$ cat config.mk
export PLATFORM = sky130hd
export DESIGN_NAME = esc_speed_mode_controller
export DESIGN_NICKNAME = d
export VERILOG_FILES = /design/src/esmc_pkg.sv /design/src/esmc_step.sv /design/src/esc_speed_mode_controller.sv
export SDC_FILE = /design/constraint.sdc
export NUM_CORES = 1
export LEC_CHECK = 0
export ABC_AREA = 1
export BUFFER_PORTS_ARGS = -buffer_cell sky130_fd_sc_hd__buf_2
export CAP_MARGIN = 25
export CORE_ASPECT_RATIO = 1.4
export CORE_MARGIN = 2
export CORE_UTILIZATION = 60
export DETAILED_ROUTE_END_ITERATION = 8
export PLACE_DENSITY_LB_ADDON = 0.2
export SYNTH_ARGS = -nofsm -noshare
export SYNTH_HDL_FRONTEND = slang
export SYNTH_SLANG_ARGS = --single-unit
$ cat constraint.sdc
create_clock -name i_clk -period 19.09 [get_ports i_clk]
set_input_delay 2.8635 -clock i_clk [delete_from_list [all_inputs] [get_ports i_clk]]
set_output_delay 2.8635 -clock i_clk [all_outputs]
set_load 0.1 [all_outputs]
$ cat src/esmc_pkg.sv
// Shared types and constants for the ESC speed mode controller.
// No dependencies; used by esmc_step and esc_speed_mode_controller.
package esmc_pkg;

    localparam logic [2:0] MODE_ARM  = 3'd0;
    localparam logic [2:0] MODE_WAIT = 3'd1;
    localparam logic [2:0] MODE_STOP = 3'd2;
    localparam logic [2:0] MODE_FWD  = 3'd3;
    localparam logic [2:0] MODE_REV0 = 3'd4;
    localparam logic [2:0] MODE_REV1 = 3'd5;
    localparam logic [2:0] MODE_REV  = 3'd6;

    localparam logic KIND_CMD  = 1'b0;
    localparam logic KIND_STEP = 1'b1;

    localparam logic [2:0] CFG_ARM_TIMEOUT = 3'd0;
    localparam logic [2:0] CFG_NEUTRAL     = 3'd1;
    localparam logic [2:0] CFG_FWD_START   = 3'd2;
    localparam logic [2:0] CFG_REV_START   = 3'd3;
    localparam logic [2:0] CFG_MAX_DUTY    = 3'd4;
    localparam logic [2:0] CFG_MIN_DUTY    = 3'd5;
    localparam logic [2:0] CFG_FWD_STEP    = 3'd6;
    localparam logic [2:0] CFG_REV_STEP    = 3'd7;

    localparam int CFG_DATA_W = 16;
    localparam int CFG_IDX_W  = 3;

    localparam logic [15:0] RST_ARM_TIMEOUT = 16'd3000;
    localparam logic [11:0] RST_NEUTRAL     = 12'd1780;
    localparam logic [11:0] RST_FWD_START   = 12'd1880;
    localparam logic [11:0] RST_REV_START   = 12'd1640;
    localparam logic [11:0] RST_MAX_DUTY    = 12'd2000;
    localparam logic [11:0] RST_MIN_DUTY    = 12'd1400;
    localparam logic [7:0]  RST_FWD_STEP    = 8'd1;
    localparam logic [7:0]  RST_REV_STEP    = 8'd2;

    localparam logic [10:0] SPEED_CMD_MAX  = 11'd1000;
    localparam logic [9:0]  STEER_CMD_MAX  = 10'd400;
    localparam logic [11:0] STEER_DUTY_TOP = 12'd2310;
    localparam logic signed [10:0] FWD_THRESH = 11'sd15;
    localparam logic signed [10:0] REV_THRESH = -11'sd15;

    typedef struct packed {
        logic        kind;
        logic [10:0] speed_cmd;
        logic [9:0]  steer_cmd;
        logic [31:0] now_ms;
        logic [13:0] ground_speed;
    } t_in_item;

    typedef struct packed {
        logic [11:0] speed_duty;
        logic [11:0] steer_duty;
        logic [2:0]  mode;
        logic        cmd_accepted;
    } t_out_item;

    typedef struct packed {
        logic [15:0] arm_timeout_ms;
        logic [11:0] neutral_duty;
        logic [11:0] forward_start_duty;
        logic [11:0] reverse_start_duty;
        logic [11:0] max_duty;
        logic [11:0] min_duty;
        logic [7:0]  forward_step;
        logic [7:0]  reverse_step;
    } t_cfg;

    typedef struct packed {
        logic [2:0]         mode;
        logic [11:0]        duty;
        logic [11:0]        pwm;
        logic [31:0]        arm_start_ms;
        logic [2:0]         stop_count;
        logic [1:0]         reverse_count;
        logic signed [10:0] requested_speed;
        logic [11:0]        steer_duty;
    } t_state;

    // 2310 - floor((steer*101 + 20) / 40); /40 done as >>3 then /5 by reciprocal
    function automatic logic [11:0] steer_map(input logic [9:0] steer);
        logic [15:0] x;
        logic [12:0] y;
        logic [28:0] prod;
        x = ({6'd0, steer} << 6) + ({6'd0, steer} << 5) + ({6'd0, steer} << 2)
            + {6'd0, steer} + 16'd20;
        y = x[15:3];
        prod = {16'd0, y} * 29'd52429;
        return STEER_DUTY_TOP - {1'b0, prod[28:18]};
    endfunction

endpackage

$ cat src/esmc_step.sv
// Next-state logic for one item: command range check and speed mode sequencer.
// Depends on esmc_pkg.
module esmc_step (
    input  esmc_pkg::t_state   i_state,
    input  esmc_pkg::t_cfg     i_cfg,
    input  esmc_pkg::t_in_item i_item,
    output esmc_pkg::t_state   o_state,
    output logic               o_cmd_accepted
);

    logic signed [15:0] req_w;
    logic signed [15:0] gnd_w;
    logic signed [15:0] neg_gnd_w;
    logic [31:0]        elapsed;
    logic               req_above_fwd;
    logic               req_below_fwd;
    logic               req_below_rev;
    logic               req_above_rev;
    logic [12:0]        fwd_up;
    logic [12:0]        fwd_floor;
    logic [12:0]        rev_up;
    logic signed [13:0] rev_dn;
    logic [11:0]        fwd_d;
    logic [11:0]        rev_d;
    esmc_pkg::t_state   n;

    assign req_w     = 16'(i_state.requested_speed);
    assign gnd_w     = $signed({2'b00, i_item.ground_speed});
    assign neg_gnd_w = -gnd_w;
    assign elapsed   = i_item.now_ms - i_state.arm_start_ms;

    assign req_above_fwd = i_state.requested_speed > esmc_pkg::FWD_THRESH;
    assign req_below_fwd = i_state.requested_speed < esmc_pkg::FWD_THRESH;
    assign req_below_rev = i_state.requested_speed < esmc_pkg::REV_THRESH;
    assign req_above_rev = i_state.requested_speed > esmc_pkg::REV_THRESH;

    // forward ramp: step only while the result stays inside [start, max]
    assign fwd_up    = {1'b0, i_state.duty} + {5'd0, i_cfg.forward_step};
    assign fwd_floor = {1'b0, i_cfg.forward_start_duty} + {5'd0, i_cfg.forward_step};

    always_comb begin
        fwd_d = i_state.duty;
        if (gnd_w < req_w) begin
            if (fwd_up <= {1'b0, i_cfg.max_duty}) begin
                fwd_d = fwd_up[11:0];
            end
        end else if (gnd_w > req_w) begin
            if ({1'b0, i_state.duty} >= fwd_floor) begin
                fwd_d = i_state.duty - {4'd0, i_cfg.forward_step};
            end
        end
    end

    // reverse ramp saturates at max / min
    assign rev_up = {1'b0, i_state.duty} + {5'd0, i_cfg.reverse_step};
    assign rev_dn = $signed({2'b00, i_state.duty}) - $signed({6'd0, i_cfg.reverse_step});

    always_comb begin
        rev_d = i_state.duty;
        if (neg_gnd_w < req_w) begin
            rev_d = (rev_up > {1'b0, i_cfg.max_duty}) ? i_cfg.max_duty : rev_up[11:0];
        end else if (neg_gnd_w > req_w) begin
            rev_d = (rev_dn < $signed({2'b00, i_cfg.min_duty})) ? i_cfg.min_duty
                                                                 : rev_dn[11:0];
        end
    end

    always_comb begin
        n = i_state;
        o_cmd_accepted = 1'b0;
        if (i_item.kind == esmc_pkg::KIND_CMD) begin
            if (i_item.speed_cmd <= esmc_pkg::SPEED_CMD_MAX &&
                i_item.steer_cmd <= esmc_pkg::STEER_CMD_MAX) begin
                o_cmd_accepted = 1'b1;
                n.requested_speed = $signed({i_item.speed_cmd[9:0], 1'b0})
                                    - 11'sd1000;
                n.steer_duty = esmc_pkg::steer_map(i_item.steer_cmd);
            end
        end else begin
            case (i_state.mode)
                esmc_pkg::MODE_WAIT: begin
                    if (elapsed >= {16'd0, i_cfg.arm_timeout_ms}) begin
                        n.mode = esmc_pkg::MODE_STOP;
                    end
                end
                esmc_pkg::MODE_STOP: begin
                    n.pwm = i_cfg.neutral_duty;
                    if (req_above_fwd) begin
                        n.mode       = esmc_pkg::MODE_FWD;
                        n.duty       = i_cfg.forward_start_duty;
                        n.stop_count = 3'd0;
                    end else if (req_below_rev) begin
                        n.mode          = esmc_pkg::MODE_REV0;
                        n.reverse_count = 2'd0;
                        n.stop_count    = 3'd0;
                        n.duty          = i_cfg.reverse_start_duty;
                        n.pwm           = i_cfg.reverse_start_duty;
                    end
                end
                esmc_pkg::MODE_FWD: begin
                    if (req_below_fwd && i_state.stop_count > 3'd3) begin
                        // fifth low request in a row
                        n.stop_count = 3'd0;
                        n.duty       = i_cfg.neutral_duty;
                        n.pwm        = i_cfg.neutral_duty;
                        n.mode       = esmc_pkg::MODE_STOP;
                    end else begin
                        n.stop_count = req_below_fwd ? i_state.stop_count + 3'd1 : 3'd0;
                        n.duty       = fwd_d;
                        n.pwm        = fwd_d;
                    end
                end
                esmc_pkg::MODE_REV0: begin
                    n.stop_count = 3'd0;
                    n.duty       = i_cfg.neutral_duty;
                    n.pwm        = i_cfg.neutral_duty;
                    if (i_state.reverse_count < 2'd2) begin
                        n.reverse_count = i_state.reverse_count + 2'd1;
                    end else begin
                        n.mode          = esmc_pkg::MODE_REV1;
                        n.reverse_count = 2'd0;
                    end
                end
                esmc_pkg::MODE_REV1: begin
                    n.duty = i_cfg.reverse_start_duty;
                    n.pwm  = i_cfg.reverse_start_duty;
                    if (i_state.reverse_count < 2'd2) begin
                        n.reverse_count = i_state.reverse_count + 2'd1;
                    end else begin
                        n.mode          = esmc_pkg::MODE_REV;
                        n.reverse_count = 2'd0;
                    end
                end
                esmc_pkg::MODE_REV: begin
                    if (req_above_rev && i_state.stop_count >= 3'd3) begin
                        // stop count is left as is on exit
                        n.duty = i_cfg.neutral_duty;
                        n.pwm  = i_cfg.neutral_duty;
                        n.mode = esmc_pkg::MODE_STOP;
                    end else begin
                        if (req_above_rev) begin
                            n.stop_count = i_state.stop_count + 3'd1;
                        end
                        n.duty = rev_d;
                        n.pwm  = rev_d;
                    end
                end
                default: begin
                    // arm, and the unused code
                    n.duty         = i_cfg.neutral_duty;
                    n.pwm          = i_cfg.neutral_duty;
                    n.arm_start_ms = i_item.now_ms;
                    n.mode         = esmc_pkg::MODE_WAIT;
                end
            endcase
        end
    end

    assign o_state = n;

endmodule

$ cat src/esc_speed_mode_controller.sv
// ESC speed mode controller, top level; depends on esmc_pkg and esmc_step.
// Results are registered in the output register, or in the skid register when
// it is stalled. Throughput: one request per cycle while the skid register is
// empty; this two-entry buffer keeps input flowing while one result waits.
// Reset (synchronous, i_rst_n low): mode arm, all state zero, config registers
// to their defaults, output buffer empty.
module esc_speed_mode_controller (
    input  logic                                i_clk,
    input  logic                                i_rst_n,
    input  logic                                i_in_valid,
    output logic                                o_in_stall,
    input  esmc_pkg::t_in_item                  i_in_item,
    output logic                                o_out_valid,
    input  logic                                i_out_stall,
    output esmc_pkg::t_out_item                 o_out_item,
    input  logic                                i_cfg_we,
    input  logic [esmc_pkg::CFG_IDX_W-1:0]      i_cfg_index,
    input  logic [esmc_pkg::CFG_DATA_W-1:0]     i_cfg_data
);

    esmc_pkg::t_cfg      r_cfg;
    esmc_pkg::t_state    r_state;
    esmc_pkg::t_state    n_state;
    logic                step_acc;
    esmc_pkg::t_out_item step_result;

    logic                r_out_valid;
    logic                n_out_valid;
    esmc_pkg::t_out_item r_out;
    esmc_pkg::t_out_item n_out;
    logic                r_skid_valid;
    logic                n_skid_valid;
    esmc_pkg::t_out_item r_skid;
    esmc_pkg::t_out_item n_skid;

    logic in_take;
    logic out_free;

    always_ff @(posedge i_clk) begin
        if (!i_rst_n) begin
            r_cfg.arm_timeout_ms     <= esmc_pkg::RST_ARM_TIMEOUT;
            r_cfg.neutral_duty       <= esmc_pkg::RST_NEUTRAL;
            r_cfg.forward_start_duty <= esmc_pkg::RST_FWD_START;
            r_cfg.reverse_start_duty <= esmc_pkg::RST_REV_START;
            r_cfg.max_duty           <= esmc_pkg::RST_MAX_DUTY;
            r_cfg.min_duty           <= esmc_pkg::RST_MIN_DUTY;
            r_cfg.forward_step       <= esmc_pkg::RST_FWD_STEP;
            r_cfg.reverse_step       <= esmc_pkg::RST_REV_STEP;
        end else if (i_cfg_we) begin
            case (i_cfg_index)
                esmc_pkg::CFG_ARM_TIMEOUT: r_cfg.arm_timeout_ms     <= i_cfg_data;
                esmc_pkg::CFG_NEUTRAL:     r_cfg.neutral_duty       <= i_cfg_data[11:0];
                esmc_pkg::CFG_FWD_START:   r_cfg.forward_start_duty <= i_cfg_data[11:0];
                esmc_pkg::CFG_REV_START:   r_cfg.reverse_start_duty <= i_cfg_data[11:0];
                esmc_pkg::CFG_MAX_DUTY:    r_cfg.max_duty           <= i_cfg_data[11:0];
                esmc_pkg::CFG_MIN_DUTY:    r_cfg.min_duty           <= i_cfg_data[11:0];
                esmc_pkg::CFG_FWD_STEP:    r_cfg.forward_step       <= i_cfg_data[7:0];
                esmc_pkg::CFG_REV_STEP:    r_cfg.reverse_step       <= i_cfg_data[7:0];
                default: ;
            endcase
        end
    end

    esmc_step u_step (
        .i_state        (r_state),
        .i_cfg          (r_cfg),
        .i_item         (i_in_item),
        .o_state        (n_state),
        .o_cmd_accepted (step_acc)
    );

    assign step_result.speed_duty   = n_state.pwm;
    assign step_result.steer_duty   = n_state.steer_duty;
    assign step_result.mode         = n_state.mode;
    assign step_result.cmd_accepted = step_acc;

    assign o_in_stall = r_skid_valid;
    assign in_take    = i_in_valid && !r_skid_valid;
    assign out_free   = !r_out_valid || !i_out_stall;

    always_ff @(posedge i_clk) begin
        if (!i_rst_n) begin
            r_state <= '0;
        end else if (in_take) begin
            r_state <= n_state;
        end
    end

    always_comb begin
        n_out_valid  = r_out_valid;
        n_out        = r_out;
        n_skid_valid = r_skid_valid;
        n_skid       = r_skid;
        if (out_free) begin
            if (r_skid_valid) begin
                n_out        = r_skid;
                n_out_valid  = 1'b1;
                n_skid_valid = 1'b0;
            end else begin
                n_out       = step_result;
                n_out_valid = in_take;
            end
        end else if (in_take) begin
            n_skid       = step_result;
            n_skid_valid = 1'b1;
        end
    end

    always_ff @(posedge i_clk) begin
        if (!i_rst_n) begin
            r_out_valid  <= 1'b0;
            r_skid_valid <= 1'b0;
        end else begin
            r_out_valid  <= n_out_valid;
            r_skid_valid <= n_skid_valid;
        end
    end

    always_ff @(posedge i_clk) begin
        r_out  <= n_out;
        r_skid <= n_skid;
    end

    assign o_out_valid = r_out_valid;
    assign o_out_item  = r_out;

endmodule
; Yosys cells after proc, flatten, opt, wreduce, memory -nomap -nowiden
; Index checks and enable logic that the tools add are counted.
[word_totals]
ram_bits = 0
rom_bits = 0
inputBits = 92
latch_bits = 0
elab_cells = 149
register_bits = 237
mem_count = 0
[op_classes]
n_lt_le_gt_ge = 18
n_eq_ne = 18
add_sub_neg = 15
multipliers = 1
bitwise_logic = 5
n_mux = 38
reduce_logical = 28
div = 0
n_shift = 0
[op_table]
columns = op, n
row1 = $mux W12, 11
row2 = $pmux W24 S5, 1
row3 = $mux W64, 1
row4 = $mux W24, 2
row5 = $add A12 B8 Y13, 3
row6 = $ge A32 B16 Y1, 1
row7 = $mux W32, 1
row8 = $sub A32 B32 Y32, 1
row9 = $mux W3, 10
row10 = $mul A13 B16 Y29 const B, 1
row11 = $mux W28, 1
row12 = $mux W27, 1
row13 = $gt A11 B5 Y1 const B, 2
row14 = $lt A11 B5 Y1 const B, 2
row15 = $eq A3 B3 Y1 const B, 7
row16 = $pmux W3 S6, 1
row17 = $reduce_and A2 Y1, 9
row18 = $add A16 B10 Y16, 1
row19 = $add A16 B12 Y16, 1
row20 = $add A16 B15 Y16, 1
row21 = $add A16 B5 Y16 const B, 1
row22 = $gt A16 B11 Y1, 1
row23 = $lt A16 B11 Y1, 1
row24 = $neg A14 Y16, 1
row25 = 41 further kinds, 61

; Logic depth before layout (Yosys ltp)
; Gate-level depths: netlist (run 1).
[depth]
depth_word = 9
depth_mapped = 43
mapped_depth_nobuf = 43

; By module
; From an unflattened synthesis (run 1), not the netlist that was laid out.
[unflattened]
hier_cells = 3811
hier_area_um2 = 24298.3
[modules_own_cells]
columns = mod, cells_per_inst, area_each_um2, n_inst, seq_area_each_um2
row1 = esmc_step, 2786, 15732.6, 1, 0.0
row2 = esc_speed_mode_controller, 1025, 8565.7, 1, 5305.1

; Worst setup path before layout (run 1)
; No wires, ideal clock.
[synth_path]
kind = input -> register
start = input i_in_item[46] (netlist bit)
end = register r_out, in the netlist o_out_item[8], data pin
arrival_time_ns = 9.473
path_slack_ns = 9.365
t_required_ns = 18.838
n_path_buf = 0
stages = 37
cell_sequence = inv_1 -> fa_1 -> inv_1 -> fa_1 -> ha_1 -> a21oi_1 -> nand2_1 -> a21oi_1 -> nor2_1 -> nor2_1 -> xor2_1 -> inv_1 -> ha_1 -> inv_1 -> fa_1 -> fa_1 -> inv_1 -> fa_1 -> inv_1 -> fa_1 -> inv_1 -> ha_1 -> nand2_1 -> inv_1 -> nand2_1 -> nand2_1 -> o21bai_1 -> a21o_1 -> or2_1 -> nand2_1 -> ha_1 -> nand2_1 -> nand2_1 -> xor2_1 -> o21ai_0 -> nand2_1 -> nand2_1
[synth_lines]
columns = item, line
row1 = start: declaration, esc_speed_mode_controller.sv:12  ; input esmc_pkg::t_in_item i_in_item,
row2 = end signal: assignment, esc_speed_mode_controller.sv:120  ; r_out <= n_out;
row3 = end: declaration, esc_speed_mode_controller.sv:29  ; esmc_pkg::t_out_item r_out;

; Worst setup path after layout (run 1)
[layout_path]
start = input i_in_item[50] (netlist bit)
end = register r_out, in the netlist o_out_item[14], data pin
[layout_via]
elab_chain_cells = 9
elab_cells_between_ends = 11
cone_classes = 5 x add/sub / 1 x mul / 1 x order compare / 3 x mux / 1 x reduce/logical
[layout_rtl]
columns = item, line
row1 = $add A16 B15 Y16, esmc_pkg.sv:85  ; x = ({6'd0, steer} << 6) + ({6'd0, steer} << 5) + ({6'd0, steer} << 2)
row2 = $add A16 B12 Y16, esmc_pkg.sv:85
row3 = $add A16 B10 Y16, esmc_pkg.sv:86  ; + {6'd0, steer} + 16'd20;
row4 = $add A16 B5 Y16, esmc_pkg.sv:86
row5 = $mul A13 B16 Y29, esmc_pkg.sv:88  ; prod = {16'd0, y} * 29'd52429;
row6 = $sub A12 B11 Y12, esmc_pkg.sv:89  ; return STEER_DUTY_TOP - {1'b0, prod[28:18]};
row7 = $mux W12 (*), esmc_step.sv:72  ; if (i_item.speed_cmd <= esmc_pkg::SPEED_CMD_MAX &&
row8 = $mux W12 (*), esmc_step.sv:71  ; if (i_item.kind == esmc_pkg::KIND_CMD) begin
row9 = $mux W28 (*), esc_speed_mode_controller.sv:95  ; if (r_skid_valid) begin
; Every way passes the cells marked *; elsewhere a longest branch is shown, timed or not.
; A chain may end at the register's enable or synchronous reset.

==> results of run 1 <==
-- cells by family after synthesis --
logic type / Yosys count
and+or+nand+nor: 1355
buffers and inverters: 700
AOI/OAI and AO/OA: 618
adders and majority gates: 343
DFF: 236
xor gates and xnor gates: 95
-- worst register-to-register path: cells and delay by family (launching register included) --
kind                     cells  cell delay (ps)
XOR/XNOR                     1              170
adder cells (fa/ha/maj)      2              750
buffers and inverters        1               50
flip-flops                   1              850
AND/OR/NAND/NOR             22             2950
-- area by class of cell --
| cell class | count | area (um2) | share of cell area |
|---|---|---|---|
| well taps | 473 | 591.8 | 0.02393 |
| inverters | 621 | 2331 | 0.09423 |
| clock inverters | 20 | 249.0 | 0.01007 |
| repair buffers | 140 | 754.5 | 0.03050 |
| diodes | 1 | 2.502 | 0.0001012 |
| multi-input cells | 2411 | 14830 | 0.5996 |
| clock buffers | 28 | 689.4 | 0.02787 |
| flip-flops and latches | 236 | 5285 | 0.2137 |
-- sequential cells by signal, indices dropped and copies added (netlist names) --
signal	cells
r_cfg	92
r_state	86
o_out_item	28
r_skid	28
o_in_stall	1
o_out_valid	1
-- per-layer routing --
layer  share of wire  wire (um)
met1            0.37      26850
met2            0.50      36660
met3           0.053       3900
met4           0.077       5656
met5               0          0
-- how the worst max path moves through the flow --
stage,end,from,depth (start not counted)
CTS,o_out_item[10],i_in_item[50],37
detailed placement,o_out_item[10],i_in_item[50],37
global route,o_out_item[14],i_in_item[51],43
floorplan,o_out_item[8],i_in_item[46],37
finish,o_out_item[14],i_in_item[50],36
global placement,o_out_item[14],i_in_item[50],39
-- cells in the mapped netlist, types with 5 or more instances --
cell,number
a211oi_1,7
a21o_1,8
a21oi_1,269
a21oi_2,6
a31oi_1,7
buf_2,14
buf_4,5
clkbuf_1,56
clkinv_1,7
dfxtp_1,180
edfxtp_1,56
fa_1,65
ha_1,278
inv_1,605
inv_2,9
nand2_1,766
nand2_2,7
nand3_1,229
nand3_2,9
nand3b_1,11
nand4_1,40
nor2_1,215
nor2_2,9
nor3_1,43
o211ai_1,46
o21ai_0,210
o21ai_1,10
o21bai_1,13
o22ai_1,9
o31ai_1,5
xnor2_1,18
xor2_1,77
-- stage by stage --
stage	hold WS [ps]	std cells	setup slack (ps)	cell area (um2)	util
floorplan	433.1	3347	9365	22790	-
global placement	444.3	3879	8789	23780	0.6337
detailed placement	450.8	3880	8486	23790	0.6340
CTS	460.3	3928	9049	24730	0.6590
global route	478.2	3929	8522	24730	0.6592
finish	456.6	3930	8997	24740	0.6593
-- cell usage in the layout (no fill, tap or decap), drive strengths merged, types with 11 or more instances in the layout --
| master | count |
|---|---|
| a21oi | 275 |
| buf | 139 |
| clkbuf | 29 |
| clkinv | 18 |
| dfxtp | 180 |
| edfxtp | 56 |
| fa | 65 |
| ha | 278 |
| inv | 614 |
| nand2 | 775 |
| nand3 | 238 |
| nand3b | 11 |
| nand4 | 40 |
| nor2 | 227 |
| nor3 | 46 |
| o211ai | 47 |
| o21ai | 221 |
| o21bai | 14 |
| xnor2 | 18 |
| xor2 | 77 |
==> impl_metrics.csv, run 1 <==
group,metric,value,unit
clock_tree,cts_sinks,236,
status,outcome,"completed",
final_layout,nets,3871,
timing,tightestPinTransition,1031,ps
timing,fmax,99.08,MHz
floorplanning,num_rows,84,
final_layout,synthToLayoutAreaGrowth,8.549,%
clock_tree,ctsHoldBuffers,0,
setup_path,crit_buf_inv,7,
synth,synth.area.top_cells,"dfxtp_1 16%, ha_1 15%, nand2_1 13%",
clock_tree,cts_tree,"yes",
setup_path,endpoint_kind,"flop",
floorplanning,initial_core_util,0.6073,
synth,syn_area,0.02279,mm2
worst_hold_path,hold_class,"flop to flop",
synth,synth_top_area_frac,0.1581,
timing,setup_violations,0,
setup_path,cp.required,19380,ps
floorplanning,core_area,0.03752,mm2
grt,grt_pass1_vias,21680,
grt,antenna_found_initial,0,
clock_tree,htreeDepth,1,
timing,relSlewSlack,0.3129,
clock_tree,cts_buffer_depth,3,
timing,tns,0,ps
setup_path,arrival,10390,ps
clock_tree,clkTransAtPathRegs,70,ps
setup_path,timing.rr.end,"o_out_item[20]",
route,vias,22510,
worst_hold_path,hold_path_end,"r_state[44]",
synth,ys_seq_area_frac,0.2319,
placed_design,globalplace.congestion,1.027,
setup_path,r2r.worst_path.cells,26,
route,route.detailed.drc,0,
timing,period_share,0.5287,
worst_hold_path,whs_path_depth,2,
synth,syn_inst,3347,
grt,overflow,0,
synth,synth_fa_ha_area_frac,0.2097,
grt,use_met1,0.3780,
timing,finalHoldViolCount,0,
setup_path,path_class,"input pin to flop",
setup_path,max_stage_delay,560,ps
timing,fin_crit,10090,ps
clock_tree,cts_resized,0,
synth,syn-num-nets,3782,
synth,synth-edff-count,56,
setup_path,crit_fanout,5,
clock_tree,cts_root_buf,"clkbuf_16",
final_layout,n_fill_cell,3515,
synth,synthMuxAreaShare,0,
setup_path,timing.rr.start,"r_state[73]",
synth,yosysWarnings,0,
clock_tree,cts_buffers,26,
timing,rsz0062_at_grt,"false",
route,drt-total-wl,73.07,mm
grt,track_usage,0.3613,
setup_path,path_delay_family,"adder cells",
synth,synth_top_family_by_area,"simple AND/OR/NAND/NOR gates",
grt,top_usage_layer,"met2",
route,vias_per_cell,5.728,
placed_design,numPortBuffers,121,
floorplanning,die_area,0.03958,mm2
final_layout,drive_gt1_frac,0.07060,
synth,synth_xor_area_frac,0.03651,
synth,syn_area_per_cell,6.809,um2
route,drt-initial-drc-count,1464,
route,first_pass_iters,9,
floorplanning,pin_count,122,
grt,gr-usage-met3,0.05044,
synth,synthArstFlopShare,0,
synth,yosys.area_share.simple,0.2533,
grt,grt_use_met2,0.6676,
synth,synth-seq-cells,236,
setup_path,regToRegSetupSlack,14030,ps
route,ant_nets,0,
synth,synth_cell_type_count,63,
setup_path,cp-start-kind,"input pin",
floorplanning,chipHeight,234.6,um
timing,slew_violations,0,
grt,grt_pass1_wl,112.5,mm
floorplanning,die_w,168.7,um
job,maxCapViolations,0,
clock_tree,post-cts-setup-buffers,0,
grt,grt_max_degree,106,
synth,synth-compound-area-share,0.1508,
clock_tree,insertion_delay,560,ps
synth,synth_flop_cell,"dfxtp_1",
timing,clock_skew,24.32,ps
worst_hold_path,min_from,"r_state[44]",
setup_path,crit_slowest_cell,"fa_1",
route,routedWlPerCell,18.59,um
synth,yosys.area.top_type,"dfxtp_1",
placed_design,dp_hpwl,58.19,mm
Power of run 1 is left out: the tool's default activity adds up to more than one toggle a clock period on the data nets, which glitch-free logic cannot reach.
==> run 2, diff against run 1 <==
clock period = 9.9 ns   (was 19.09 ns; I/O delays follow)
==> run 2 against run 1 <==
  * The flow now finishes with violations (DRC)
  * Utilization fell by 0.18 points
  * Via count rose by 0.49%
  * First-iteration DRC count rose by 4.8%
  * Count of clock-buffer cells in the layout rose by 1
  * Register-to-register slack got worse by 9300 ps
  * Largest cell class unchanged
==> impl_metrics.csv, run 2 (synthesis results as in run 1) <==
group,metric,value,unit
timing,tns,0,ps
setup_path,cp-start-kind,"input pin",
status,violations,"DRC",
floorplanning,die_w,168.7,um
final_layout,mostFrequentLayoutCells,"765 x nand2_1, 605 x inv_1, 278 x ha_1",
floorplanning,die_area,0.03958,mm2
final_layout,reg_top3,"r_cfg: 92 flops, r_state: 86 flops",
worst_hold_path,whs_path_depth,2,
floorplanning,initial_core_util,0.6073,
timing,relSlewSlack,0.2866,
setup_path,r2r.worst_path.cells,22,
final_layout,synthToLayoutAreaGrowth,8.247,%
route,ant_nets,0,
floorplanning,chipHeight,234.6,um
clock_tree,cts_tree,"yes",
setup_path,cp.required,10190,ps
clock_tree,htreeDepth,1,
timing,setup_violations,0,
timing,rsz0062_at_grt,"false",
timing,clock_skew,18.96,ps
setup_path,path_class,"input pin to flop",
setup_path,max_stage_delay,560,ps
clock_tree,ctsHoldBuffers,0,
route,vias,22620,
timing,period_share,0.8728,
final_layout,multiInputGateArea,0.01483,mm2
final_layout,n_fill_cell,3413,
grt,grt_max_degree,102,
clock_tree,cts_buffer_depth,3,
final_layout,layout_commonest_cell,"nand2_1",
placed_design,globalplace.congestion,1.021,
clock_tree,cts_resized,0,
setup_path,regToRegSetupSlack,4770,ps
grt,overflow,0,
setup_path,timing.rr.start,"r_state[76]",
setup_path,endpoint_kind,"flop",
clock_tree,cts_buffers,25,
timing,fin_crit,8640,ps
grt,grt_pass1_wl,114.9,mm
setup_path,timing.critical_path.mode_cell,"nand2_1",
timing,slew_violations,0,
final_layout,top_register,"r_cfg",
floorplanning,core_area,0.03752,mm2
timing,fmax,115.7,MHz
route,first_pass_iters,9,
worst_hold_path,hold_class,"flop to flop",
job,maxCapViolations,0,
setup_path,arrival,8930,ps
setup_path,timing.rr.end,"r_skid[23]",
grt,antenna_found_initial,0,
setup_path,crit_fanout,5,
placed_design,dp_hpwl,58.71,mm
final_layout,fin_util,0.6574,
route,drt-total-wl,74.06,mm
clock_tree,clkTransAtPathRegs,60,ps
grt,grt_pass1_vias,22150,
setup_path,crit_slowest_cell,"fa_1",
route,route.detailed.drc,1,
floorplanning,pin_count,122,
route,vias_per_cell,5.766,
timing,finalHoldViolCount,0,
status,outcome,"complete, but fails checks",
grt,track_usage,0.3700,
final_layout,largest_reg_flops,92,
final_layout,seqCellArea,0.005285,mm2
timing,tightestPinTransition,1066,ps
worst_hold_path,hold_path_end,"r_state[36]",
clock_tree,cts_sinks,236,
final_layout,nets,3867,
clock_tree,cts_root_buf,"clkbuf_16",
clock_tree,post-cts-setup-buffers,0,
final_layout,drive_gt1_frac,0.06841,
final_layout,insertedDiodeCount,0,
floorplanning,num_rows,84,
route,drt-initial-drc-count,1535,
clock_tree,insertion_delay,550,ps
route,routedWlPerCell,18.88,um
worst_hold_path,min_from,"r_state[36]",
placed_design,numPortBuffers,121,
-- run 2: final cells by class --
cell class / instances / share of cell area
Clock buffer: 29 / 0.02683
Tap cell: 473 / 0.02399
Clock inverter: 16 / 0.009790
Timing Repair Buffer: 137 / 0.02952
Inverter: 621 / 0.09450
Multi-Input combinational cell: 2411 / 0.6011
Sequential cell: 236 / 0.2143
-- run 2: critical path, delay by kind of cell --
| kind | cells | cell delay (ps) |
|---|---|---|
| AOI/OAI and AO/OA | 5 | 910 |
| xor gates and xnor gates | 2 | 620 |
| adders and majority gates | 10 | 4170 |
| buffers and inverters | 7 | 580 |
| and+or+nand+nor | 11 | 1160 |
-- run 2: per-stage QoR --
| stage | setup slack [ps] | hold slack, ps | std cells | area (um2) |
|---|---|---|---|---|
| floorplan | 1553 | 433.1 | 3347 | 22790 |
| global placement | 996.5 | 444.1 | 3877 | 23760 |
| detailed placement | 718.5 | 453.4 | 3877 | 23760 |
| CTS | 1280 | 462.1 | 3922 | 24660 |
| global route | 682.7 | 476.4 | 3923 | 24670 |
| finish | 1260 | 457.9 | 3923 | 24670 |
-- run 2: layer usage --
metal,global-route usage,routed length (um),share of wire,vias up
met1,0.3854,26820,0.36,10440
met4,0.2689,6130,0.083,0
met3,0.05229,4286,0.058,298
li1,-,-,-,11050
met5,0,0,0,-
met2,0.6797,36820,0.50,838
-- run 2: worst max-delay path by stage --
stage | from | end | slack [ps] | cells after the start
floorplan | i_in_item[46] | o_out_item[8] | 1550 | 37
global placement | i_in_item[50] | o_out_item[10] | 1000 | 37
detailed placement | i_in_item[50] | o_out_item[8] | 720 | 35
CTS | i_in_item[50] | o_out_item[8] | 1280 | 35
global route | i_in_item[50] | o_out_item[10] | 680 | 39
finish | i_in_item[50] | o_out_item[8] | 1260 | 35
Power of run 2 is left out for the same reason.
==> run 3, diff against run 2 <==
CORE_ASPECT_RATIO = unset   (was 1.4)
CTS_CLUSTER_DIAMETER = 40   (was unset)
PLACE_DENSITY = 0.89   (was unset)
PLACE_DENSITY_LB_ADDON = unset   (was 0.2)
==> run 3 against run 2 <==
  * The flow now finishes without violations
  * Register-to-register slack gained 240 ps
  * Largest cell class unchanged
  * Design area is 2.8% higher
  * First-iteration DRC count grew 42%
  * Cell count grew 1.8%
==> impl_metrics.csv, run 3 (synthesis results as in run 1) <==
group,metric,value,unit
clock_tree,cts_resized,0,
timing,finalHoldViolCount,0,
timing,slew_violations,0,
clock_tree,htreeDepth,2,
worst_hold_path,hold_class,"flop to flop",
placed_design,dp_hpwl,50.72,mm
placed_design,place_inst,3911,
final_layout,layout_commonest_cell,"nand2_1",
placed_design,globalplace.congestion,0.9960,
clock_tree,cts_buffer_depth,3,
setup_path,max_stage_delay,560,ps
clock_tree,cts_buffers,43,
timing,tightestPinTransition,1028,ps
timing,rsz0062_at_grt,"false",
floorplanning,num_rows,71,
final_layout,largest_reg_flops,92,
route,drt-initial-drc-count,2184,
timing,fmax,115.7,MHz
clock_tree,cts_tree,"yes",
final_layout,nets,3881,
job,maxCapViolations,0,
final_layout,n_fill_cell,3155,
floorplanning,core_area,0.03758,mm2
placed_design,numPortBuffers,121,
route,vias,22440,
clock_tree,ctsHoldBuffers,0,
floorplanning,die_w,198.9,um
timing,clock_skew,36.21,ps
route,ant_nets,0,
setup_path,path_delay_family,"adder cells",
final_layout,reg_top3,"r_cfg: 92 flops, r_state: 86 flops",
floorplanning,initial_core_util,0.6064,
setup_path,crit_slowest_cell,"fa_1",
setup_path,cp-start-kind,"input pin",
clock_tree,cts_root_buf,"clkbuf_16",
timing,setup_violations,0,
clock_tree,insertion_delay,580,ps
clock_tree,post-cts-setup-buffers,0,
final_layout,drive_gt1_frac,0.07759,
route,drt-total-wl,66.34,mm
final_layout,mostFrequentLayoutCells,"765 x nand2_1, 605 x inv_1, 278 x ha_1",
setup_path,timing.critical_path.mode_cell,"inv_1",
status,outcome,"completed",
clock_tree,clkTransAtPathRegs,50,ps
floorplanning,chipHeight,198.9,um
timing,tns,0,ps
grt,overflow,0,
timing,hold-worst-slack,457.0,ps
floorplanning,die_area,0.03956,mm2
timing,fin_crit,8640,ps
final_layout,top_register,"r_cfg",
final_layout,synthToLayoutAreaGrowth,11.28,%
grt,grt_pass1_wl,105.4,mm
route,vias_per_cell,5.620,
grt,grt_max_degree,89,
floorplanning,pin_count,122,
grt,track_usage,0.3343,
setup_path,crit_fanout,5,
setup_path,cp.required,10210,ps
clock_tree,cts_sinks,236,
setup_path,path_class,"input pin to flop",
route,route.detailed.drc,0,
grt,antenna_found_initial,0,
setup_path,crit_buf_inv,9,
setup_path,endpoint_kind,"flop",
timing,period_share,0.8727,
setup_path,arrival,8950,ps
grt,grt_pass1_vias,21090,
final_layout,instances_no_fill,3992,
timing,relSlewSlack,0.3119,
route,routedWlPerCell,16.62,um
route,first_pass_iters,6,
[run 3: cell types whose count changed in the layout (fill, tap and decap cells not counted), moves of 3 or more]
| cell | change |
|---|---|
| inv_6 | +5 |
| clkinv_1 | -3 |
| clkbuf_16 | +18 |
| buf_4 | -4 |
| clkinvlp_4 | +5 |
| clkinv_4 | +4 |
[run 3: final timing paths]
check	startpoint	to	slack, ps	cells past startpoint
max	i_in_item[49]	o_out_item[13]	1260	37
min	r_state[48]	r_state[48]	460	2
max reg2reg	r_state[78]	o_out_item[24]	5010	26
min reg2reg	r_state[48]	r_state[48]	460	2
[run 3: worst reg2reg max path: cells and delay by family (launching register included)]
family | cells | cell delay, ps
compound gates | 1 | 110
xor+xnor | 1 | 170
fa+ha+maj | 2 | 730
buf+inv | 2 | 220
flops | 1 | 700
simple gates | 20 | 2660
[run 3: routing by layer]
metal,share of wire,global-route usage
met5,0,0
met4,0.052,0.1705
met3,0.085,0.06714
met2,0.45,0.5496
met1,0.41,0.4163
[run 3: final cells by class]
| type | instances | area (um2) | share of cell area |
|---|---|---|---|
| inverters | 621 | 2331 | 0.09192 |
| flip-flops and latches | 236 | 5285 | 0.2084 |
| clock inverters | 31 | 431.7 | 0.01702 |
| repair buffers | 133 | 705.7 | 0.02783 |
| clock buffers | 48 | 1136 | 0.04480 |
| well taps | 511 | 639.4 | 0.02521 |
| diodes | 1 | 2.502 | 0.00009868 |
| multi-input cells | 2411 | 14830 | 0.5847 |
[run 3: through the flow]
stage / worst slack (ps) / util / instance area, um2
2_1_floorplan: 1553 / - / 22790
3_3_place_gp: 1056 / 0.6323 / 23760
3_5_place_dp: 701.3 / 0.6329 / 23780
4_1_cts: 1294 / 0.6746 / 25350
5_1_grt: 754.2 / 0.6748 / 25360
6_report: 1260 / 0.6749 / 25360
Power of run 3 is left out for the same reason.
